File: src/rtl/average_scale_f16_f32_unit_assert.svh
// Assertion macros for the averaging scale unit.
// Used by the top level only; no other dependencies.
`ifndef AVERAGE_SCALE_F16_F32_UNIT_ASSERT_SVH
`define AVERAGE_SCALE_F16_F32_UNIT_ASSERT_SVH

// Same-cycle implication, checked outside reset.
`define AVS_ASSERT_SAME(label, clk, rst_n, ante, cons, msg) \
  label: assert property (@(posedge clk) disable iff (!rst_n) (ante) |-> (cons)) \
    else $error(msg);

// Next-cycle implication, checked outside reset.
`define AVS_ASSERT_NEXT(label, clk, rst_n, ante, cons, msg) \
  label: assert property (@(posedge clk) disable iff (!rst_n) (ante) |=> (cons)) \
    else $error(msg);

`endif

File: src/rtl/avs_pkg.sv
// Shared constants, types and helper functions for the averaging scale unit.
// No dependencies.
package avs_pkg;

  localparam int CFG_IDX_W = 2;
  localparam logic [CFG_IDX_W-1:0] CFG_ELEM_FORMAT  = 2'd0;
  localparam logic [CFG_IDX_W-1:0] CFG_AVERAGING_ON = 2'd1;
  localparam logic [CFG_IDX_W-1:0] CFG_SCALE_BITS   = 2'd2;

  localparam logic [31:0] SCALE_RST   = 32'h3f80_0000;
  localparam logic [31:0] INF32       = 32'h7f80_0000;
  localparam logic [31:0] DEFAULT_NAN = 32'hffc0_0000;
  localparam logic [31:0] QUIET32     = 32'h0040_0000;
  localparam logic [14:0] QNAN16      = 15'h7e00;
  localparam logic [14:0] INF16       = 15'h7c00;

  typedef struct packed {
    logic [23:0]        m;
    logic signed [9:0]  e;
  } unp_t;

  // Exact binary16 -> binary32 widening, subnormals and NaN payload kept.
  function automatic logic [31:0] widen_half(input logic [15:0] h);
    logic [3:0]  msb;
    logic [3:0]  n;
    logic [7:0]  e;
    logic [10:0] sm;
    logic [31:0] r;
    msb = '0;
    for (int i = 0; i < 10; i++) begin
      if (h[i]) msb = 4'(i);
    end
    n  = 4'd10 - msb;
    e  = 8'd113 - {4'd0, n};
    sm = {1'b0, h[9:0]} << n;
    if (h[14:10] == 5'd0) begin
      if (h[9:0] == 10'd0) r = {h[15], 31'd0};
      else                 r = {h[15], e, sm[9:0], 13'd0};
    end else if (h[14:10] == 5'h1f) begin
      r = {h[15], 8'hff, h[9:0], 13'd0};
    end else begin
      r = {h[15], {3'd0, h[14:10]} + 8'd112, h[9:0], 13'd0};
    end
    return r;
  endfunction

  // Finite nonzero magnitude -> 24-bit mantissa with hidden bit, unbiased exponent.
  function automatic unp_t unpack(input logic [30:0] x);
    unp_t       u;
    logic [4:0] msb;
    logic [4:0] n;
    msb = '0;
    for (int i = 0; i < 23; i++) begin
      if (x[i]) msb = 5'(i);
    end
    n = 5'd23 - msb;
    if (x[30:23] == 8'd0) begin
      u.m = {1'b0, x[22:0]} << n;
      u.e = -10'sd126 - $signed({5'd0, n});
    end else begin
      u.m = {1'b1, x[22:0]};
      u.e = $signed({2'd0, x[30:23]}) - 10'sd127;
    end
    return u;
  endfunction

endpackage

File: src/rtl/avs_narrow.sv
// binary32 -> binary16 narrowing with round-to-nearest-even.
// Depends on avs_pkg.
module avs_narrow (
  input  logic [31:0] bits,
  output logic [15:0] half
);

  logic               sign;
  logic [7:0]         ex;
  logic [22:0]        man;
  logic signed [9:0]  he;
  logic signed [9:0]  he1;
  logic [23:0]        mm;
  logic [4:0]         sh;
  logic [23:0]        mq;
  logic [24:0]        r;
  logic [24:0]        rs;
  logic [23:0]        m2;

  assign sign = bits[31];
  assign ex   = bits[30:23];
  assign man  = bits[22:0];
  assign he   = $signed({2'd0, ex}) - 10'sd112;
  assign he1  = he + 10'sd1;
  assign mm   = {1'b1, man};
  assign sh   = 5'(10'sd14 - he);
  assign mq   = mm >> sh;
  assign r    = {1'b0, mm} + ((25'd1 << (sh - 5'd1)) - 25'd1) + {24'd0, mq[0]};
  assign rs   = r >> sh;
  assign m2   = {1'b0, man} + 24'h000fff + {23'd0, man[13]};

  always_comb begin
    if (ex == 8'hff) begin
      half = {sign, (man != 23'd0) ? avs_pkg::QNAN16 : avs_pkg::INF16};
    end else if (he >= 10'sd31) begin
      half = {sign, avs_pkg::INF16};
    end else if (he <= 10'sd0) begin
      if (he < -10'sd10) half = {sign, 15'd0};
      else               half = {sign, rs[14:0]};
    end else if (m2[23]) begin
      if (he1 >= 10'sd31) half = {sign, avs_pkg::INF16};
      else                half = {sign, he1[4:0], 10'd0};
    end else begin
      half = {sign, he[4:0], m2[22:13]};
    end
  end

endmodule

File: src/rtl/average_scale_f16_f32_unit.sv
// Averaging scale unit: multiplies each streamed element by a binary32
// reciprocal of the world size. Depends on avs_pkg, avs_narrow and the assert header.
//
// Takes one element per clock and delivers one result per clock while out_stall
// is low; out_valid rises once the element has moved through the register
// stages in turn. Four register stages:
// (1) binary16 widening, special-case screening and operand unpacking,
// (2) the 24x24 mantissa multiplier, (3) product normalization and
// round-to-nearest-even into binary32, (4) optional binary16 narrowing into
// the output register. Each stage holds its own valid bit and loads whenever
// it is empty or its successor loads, so out_stall only freezes the stages
// that actually hold data and bubbles close up. Configuration (elem_format,
// averaging_on, scale_bits) is sampled as an element enters and travels with it.
// With averaging off an element passes through unchanged (binary16: upper
// half zero).
module average_scale_f16_f32_unit (
  input  logic                          clk,
  input  logic                          rst_n,
  input  logic                          cfg_we,
  input  logic [avs_pkg::CFG_IDX_W-1:0] cfg_index,
  input  logic [31:0]                   cfg_wdata,
  input  logic                          in_valid,
  output logic                          in_stall,
  input  logic [31:0]                   in_element_bits,
  input  logic                          in_last_in,
  output logic                          out_valid,
  input  logic                          out_stall,
  output logic [31:0]                   out_result_bits,
  output logic                          out_last_out
);

`include "average_scale_f16_f32_unit_assert.svh"

  // ---------------- configuration registers ----------------
  logic        fmt_r, avg_r;
  logic [31:0] scale_r;

  always_ff @(posedge clk) begin
    if (!rst_n) begin
      fmt_r   <= 1'b0;
      avg_r   <= 1'b0;
      scale_r <= avs_pkg::SCALE_RST;
    end else if (cfg_we) begin
      unique case (cfg_index)
        avs_pkg::CFG_ELEM_FORMAT:  fmt_r   <= cfg_wdata[0];
        avs_pkg::CFG_AVERAGING_ON: avg_r   <= cfg_wdata[0];
        avs_pkg::CFG_SCALE_BITS:   scale_r <= cfg_wdata;
        default: ;
      endcase
    end
  end

  // ---------------- stage load control ----------------
  logic v1_r, v2_r, v3_r, v4_r;
  logic ld1, ld2, ld3, ld4;

  assign ld4      = !v4_r || !out_stall;
  assign ld3      = !v3_r || ld4;
  assign ld2      = !v2_r || ld3;
  assign ld1      = !v1_r || ld2;
  assign in_stall = !ld1;

  always_ff @(posedge clk) begin
    if (!rst_n) begin
      v1_r <= 1'b0;
      v2_r <= 1'b0;
      v3_r <= 1'b0;
      v4_r <= 1'b0;
    end else begin
      if (ld1) v1_r <= in_valid;
      if (ld2) v2_r <= v1_r;
      if (ld3) v3_r <= v2_r;
      if (ld4) v4_r <= v3_r;
    end
  end

  // ---------------- stage 1: widen, screen, unpack ----------------
  logic [31:0]   x_a;
  logic [31:0]   pass_a;
  logic [30:0]   aa, ba;
  logic          sgn_a;
  logic          spec_nxt;
  logic [31:0]   spec_val_nxt;
  avs_pkg::unp_t ua, ub;

  assign pass_a = fmt_r ? {16'd0, in_element_bits[15:0]} : in_element_bits;
  assign x_a    = fmt_r ? avs_pkg::widen_half(in_element_bits[15:0]) : in_element_bits;
  assign aa     = x_a[30:0];
  assign ba     = scale_r[30:0];
  assign sgn_a  = x_a[31] ^ scale_r[31];
  assign ua     = avs_pkg::unpack(aa);
  assign ub     = avs_pkg::unpack(ba);

  always_comb begin
    spec_nxt     = 1'b1;
    spec_val_nxt = pass_a;
    if (!avg_r) begin
      spec_val_nxt = pass_a;
    end else if ({1'b0, aa} > avs_pkg::INF32) begin
      spec_val_nxt = x_a | avs_pkg::QUIET32;          // NaN element wins
    end else if ({1'b0, ba} > avs_pkg::INF32) begin
      spec_val_nxt = scale_r | avs_pkg::QUIET32;
    end else if ({1'b0, aa} == avs_pkg::INF32 || {1'b0, ba} == avs_pkg::INF32) begin
      if (aa == 31'd0 || ba == 31'd0) spec_val_nxt = avs_pkg::DEFAULT_NAN;
      else                            spec_val_nxt = {sgn_a, avs_pkg::INF32[30:0]};
    end else if (aa == 31'd0 || ba == 31'd0) begin
      spec_val_nxt = {sgn_a, 31'd0};
    end else begin
      spec_nxt = 1'b0;
    end
  end

  logic              s1_fmt_r, s1_avg_r, s1_last_r, s1_spec_r, s1_sgn_r;
  logic [31:0]       s1_val_r;
  logic [23:0]       s1_ma_r, s1_mb_r;
  logic signed [9:0] s1_ea_r, s1_eb_r;

  always_ff @(posedge clk) begin
    if (ld1) begin
      s1_fmt_r  <= fmt_r;
      s1_avg_r  <= avg_r;
      s1_last_r <= in_last_in;
      s1_spec_r <= spec_nxt;
      s1_val_r  <= spec_val_nxt;
      s1_sgn_r  <= sgn_a;
      s1_ma_r   <= ua.m;
      s1_mb_r   <= ub.m;
      s1_ea_r   <= ua.e;
      s1_eb_r   <= ub.e;
    end
  end

  // ---------------- stage 2: mantissa multiply ----------------
  logic               s2_fmt_r, s2_avg_r, s2_last_r, s2_spec_r, s2_sgn_r;
  logic [31:0]        s2_val_r;
  logic [47:0]        s2_p_r;
  logic signed [10:0] s2_be_r;

  always_ff @(posedge clk) begin
    if (ld2) begin
      s2_fmt_r  <= s1_fmt_r;
      s2_avg_r  <= s1_avg_r;
      s2_last_r <= s1_last_r;
      s2_spec_r <= s1_spec_r;
      s2_sgn_r  <= s1_sgn_r;
      s2_val_r  <= s1_val_r;
      s2_p_r    <= s1_ma_r * s1_mb_r;
      s2_be_r   <= 11'(s1_ea_r) + 11'(s1_eb_r) + 11'sd127;
    end
  end

  // ---------------- stage 3: normalize and round ----------------
  logic [47:0]        pn;
  logic signed [10:0] be;
  logic [5:0]         sh;
  logic [31:0]        base;
  logic [63:0]        pw, q, rem, half, mask;
  logic [31:0]        field;
  logic [31:0]        mul_res;

  assign pn   = s2_p_r[47] ? s2_p_r : {s2_p_r[46:0], 1'b0};
  assign be   = s2_p_r[47] ? s2_be_r + 11'sd1 : s2_be_r;
  assign sh   = (be >= 11'sd1) ? 6'd24 : 6'(11'sd25 - be);
  assign base = (be >= 11'sd1) ? {be[8:0] - 9'd1, 23'd0} : 32'd0;
  assign pw   = {16'd0, pn};
  assign q    = pw >> sh;
  assign mask = (64'd1 << sh) - 64'd1;
  assign rem  = pw & mask;
  assign half = 64'd1 << (sh - 6'd1);

  always_comb begin
    field = base + q[31:0];
    if (rem > half || (rem == half && q[0])) field = field + 32'd1;
    if (field >= avs_pkg::INF32) field = avs_pkg::INF32;
    if (be >= 11'sd255)      mul_res = {s2_sgn_r, avs_pkg::INF32[30:0]};
    else if (be < -11'sd25)  mul_res = {s2_sgn_r, 31'd0};
    else                     mul_res = {s2_sgn_r, field[30:0]};
  end

  logic        s3_narrow_r, s3_last_r;
  logic [31:0] s3_val_r;

  always_ff @(posedge clk) begin
    if (ld3) begin
      s3_narrow_r <= s2_fmt_r && s2_avg_r;
      s3_last_r   <= s2_last_r;
      s3_val_r    <= s2_spec_r ? s2_val_r : mul_res;
    end
  end

  // ---------------- stage 4: narrowing, output register ----------------
  logic [15:0] half16;

  avs_narrow u_narrow (
    .bits (s3_val_r),
    .half (half16)
  );

  logic [31:0] res_r;
  logic        last_r;

  always_ff @(posedge clk) begin
    if (ld4) begin
      res_r  <= s3_narrow_r ? {16'd0, half16} : s3_val_r;
      last_r <= s3_last_r;
    end
  end

  assign out_valid       = v4_r;
  assign out_result_bits = res_r;
  assign out_last_out    = last_r;

  // ---------------- assertions ----------------
  `AVS_ASSERT_NEXT(a_in_reaches_s1, clk, rst_n, in_valid && !in_stall, v1_r,
    "accepted transaction did not enter stage 1")
  `AVS_ASSERT_NEXT(a_out_hold, clk, rst_n, out_valid && out_stall,
    out_valid && $stable(out_result_bits) && $stable(out_last_out),
    "stalled output transaction changed")
  `AVS_ASSERT_NEXT(a_narrow_upper_zero, clk, rst_n, v3_r && ld4 && s3_narrow_r,
    out_result_bits[31:16] == 16'd0, "binary16 result has nonzero upper half")
  `AVS_ASSERT_SAME(a_full_stall, clk, rst_n, in_stall, v1_r && v2_r && v3_r && v4_r,
    "input stalled while pipeline has a free stage")

endmodule
File: config.mk
export PLATFORM = sky130hd
export DESIGN_NAME = average_scale_f16_f32_unit
export DESIGN_NICKNAME = d
export VERILOG_FILES = /design/src/rtl/avs_pkg.sv /design/src/rtl/avs_narrow.sv /design/src/rtl/average_scale_f16_f32_unit.sv
export VERILOG_INCLUDE_DIRS = /design/src /design/src/rtl
export SDC_FILE = /design/constraint.sdc
export NUM_CORES = 2
export LEC_CHECK = 0
export ABC_AREA = 1
export ABC_CLOCK_PERIOD_IN_PS = 21400
export BUFFER_PORTS_ARGS = -buffer_cell sky130_fd_sc_hd__buf_4
export CAP_MARGIN = 20
export CORE_MARGIN = 1.5
export CORE_UTILIZATION = 45
export DETAILED_ROUTE_END_ITERATION = 10
export PLACE_DENSITY_LB_ADDON = 0.05
export SYNTH_ARGS = -nofsm -noshare
export SYNTH_HDL_FRONTEND = slang
export SYNTH_HIERARCHICAL = 1
export SYNTH_SLANG_ARGS = --single-unit
File: constraint.sdc
create_clock -name clk -period 21.4 [get_ports clk]
set_input_delay 4.28 -clock clk [delete_from_list [all_inputs] [get_ports clk]]
set_output_delay 4.28 -clock clk [all_outputs]
set_load 0.02 [all_outputs]
==> flow_summary.toml <==
[run_status]
status = "finished clean"

[die]
ioPinCount = 107
initial_core_util = 0.456
die_w_um = 330
die_area_um2 = 109000
core_um2 = 106000
die_y_um = 330
std_cell_rows = 119

[timing]
rsz0062_at_grt = "false"
slew_headroom = 0.158
finalCritPeriodShare = 0.499
drv_slew = 0
whs_ns = 0.419
setup_ws_ns = 10.72
period_minus_slack_ns = 10.68
fmax_mhz = 93.6
setup_tns_ns = 0
finalHoldViolCount = 0
setup_viol = 0
skew_ns = 0.0464
max_slew.worst_pin.slew_ns = 1.25

[cells_and_area]
drive_gt1_frac = 0.0655
fillCellCount = 11000
diodes = 0
final_util = 0.485
fin_area_um2 = 51300
nets = 7645
area_growth_pct = 6.41
instances_no_fill = 8183

[setup_path]
cp_slowest_cell = "nor2_1"
worstPathRequired_ns = 21.81
path_class = "primary input to flop"
worstPathArrival_ns = 11.09
crit_start = "in_element_bits[3]"
max_stage_delay_ns = 0.83
cp-start-kind = "primary input"
cp_max_fo = 20
reg2reg_slack_ns = 10.86
critPathTopFamily = "simple AND/OR/NAND/NOR gates"
r2r-start = "s2_p_r[47]"
cp_common_cell = "inv_1"
crit_path_end_kind = "flop"
r2r_cells = 55
reg2reg_to = "s3_val_r[4]"
cp_num_buf_inv = 8

[synth]
synth_ff_type = "edfxtp_1"
ys_warn_count = 6
syn_area_um2 = 48200
yosys.area.top_type_share = 0.201
synth_area_leader_cell = "fa_1"
synth.avg_cell_area_um2 = 7.08
synth_edf_count = 266
ys_types = 66
yosysMostFrequentCell = "nand2_1"
synth_commonest_cells = "1829 x nand2_1, 1287 x inv_1, 623 x nand3_1"
syn_nets = 7697
syn_inst = 6814
synthArstFlopShare = 0
ys_seq_area_frac = 0.181
ys_ff_latch = 304
synthTopCellsByArea = "fa_1 20%, edfxtp_1 17%, nand2_1 14%"

[power]
power.density_nw_per_um2 = 135
finalPower_mw = 6.91
sw_frac_of_total = 0.590
p_sw_mw = 4.08
internal_power_mw = 2.83
leakage_nw = 26.9
clockPowerShare = 0.090
peakVddDrop_mv = 0.109
comb_power_share = 0.780
seq_power_share = 0.130

[hold_path]
min_path_type = "flop to flop"
hold_path_depth = 0
min_from = "s1_last_r"
hold_path_end = "s2_last_r"

[route]
avgRoutedWirePerCell_um = 20.7
viasPerCell = 5.46
wirelength_um = 169000
ant_nets = 0
drt_iter0_markers = 4117
dr.pass1.iters = 7
num_vias = 44700
drc_errors = 0

[clock_network]
cts_resized = 0
tritoncts = "done"
cts-root-buf = "clkbuf_16"
worstSkewPairLatency_ns = 0.59
clk_path_buf_depth = 3
holdBufCountCts = 0
cts_post_setup_buffers_inserted = 0
clock_sinks = 304
numCtsBuffers = 38
htree_levels = 2
clk_pin_slew_ns = 0.07

[grt]
grt_pass1_wl_um = 259000
grt-ovfl-total = 0
grt_max_degree = 74
grt_pass1_vias = 43700
grt_util_all_layers = 0.308
antenna_found_initial = 2

[place]
io_buffers = 106
pre_cts_ws_ns = 10.25
dpl-instance-area_um2 = 50100
hpwlAfterDp_um = 132000
dp_cells = 8110
gp_congestion = 0.958

[job]
maxCapViolCount = 0
## per-layer routing
| metal | GRT usage | vias up | wire [um] |
|---|---|---|---|
| li1 | - | 21400 | - |
| met1 | 0.425 | 21600 | 75100 |
| met2 | 0.514 | 1497 | 79200 |
| met3 | 0.0292 | 261 | 9300 |
| met4 | 0.0918 | 0 | 5470 |
| met5 | 0 | - | 0 |
## final cells by class
type / instances / area (um^2) / share of cell area
Clock inverter: 26 / 218 / 0.00424
Tap cell: 1391 / 1740 / 0.0339
Timing Repair Buffer: 197 / 1500 / 0.0292
Inverter: 1324 / 4980 / 0.0971
Clock buffer: 44 / 981 / 0.0191
Sequential cell: 304 / 8750 / 0.170
Multi-Input combinational cell: 4897 / 33200 / 0.646
## cell usage in the layout, fill, tap and decap left out, drive strengths merged, types with 8 or more instances in the layout
cell type,instances
nor2,425
a21oi,276
mux2i,22
buf,195
xor2,83
ha,326
nand4,117
edfxtp,266
fa,485
a21boi,8
a31oi,15
o21ai,335
nor3,62
clkinv,27
nor4,25
or2,32
mux2,17
nand2,1865
xnor2,35
nand3,639
clkbuf,46
o211ai,22
inv,1320
dfxtp,38
o21bai,27
nand3b,8
o22ai,28
## state kept, by name, summed over array words and instances (netlist names), 9 cells and up
name             flops
s2_val_r            32
s1_ea_r              9
scale_r             32
s1_eb_r              9
s1_val_r            32
out_result_bits     32
s1_mb_r             24
s3_val_r            32
s1_ma_r             24
s2_p_r              48
s2_be_r             11
## worst register-to-register path: cells and delay by family, from the launching register on
| family | cells | cell delay (ns) |
|---|---|---|
| simple gates | 35 | 6.29 |
| buf+inv | 13 | 2.65 |
| fa+ha+maj | 3 | 0.67 |
| compound gates | 4 | 0.38 |
| flops | 1 | 0.32 |
## power groups by stage
stage	Clock [mW]	Combinational (mW)	Sequential, mW
finish	0.624	5.39	0.900
global route	0.660	5.98	0.911
CTS	0.639	5.33	0.900
detailed placement	0	5.30	0.913
global placement	0	5.30	0.912
floorplan	0	3.83	0.881
## kinds of logic (layout without fill, tap and decap cells)
| logic type | after synthesis | in the layout | synth area share |
|---|---|---|---|
| compound gates | 754 | 754 | 0.0856 |
| simple gates | 3175 | 3175 | 0.286 |
| mux | 39 | 39 | 0.00853 |
| buf+inv | 1613 | 1591 | 0.131 |
| xor+xnor | 118 | 118 | 0.0217 |
| flops | 304 | 304 | 0.181 |
| fa+ha+maj | 811 | 811 | 0.286 |
## worst max-delay path by stage
stage,endpoint,cells past startpoint
5_1_grt,s3_val_r[4],55
4_1_cts,s3_val_r[4],53
3_3_place_gp,s1_ma_r[15],28
3_5_place_dp,s1_ma_r[15],28
2_1_floorplan,in_stall,6
6_report,s1_ma_r[15],28
Note: power is estimated with default switching activity, not from simulation.
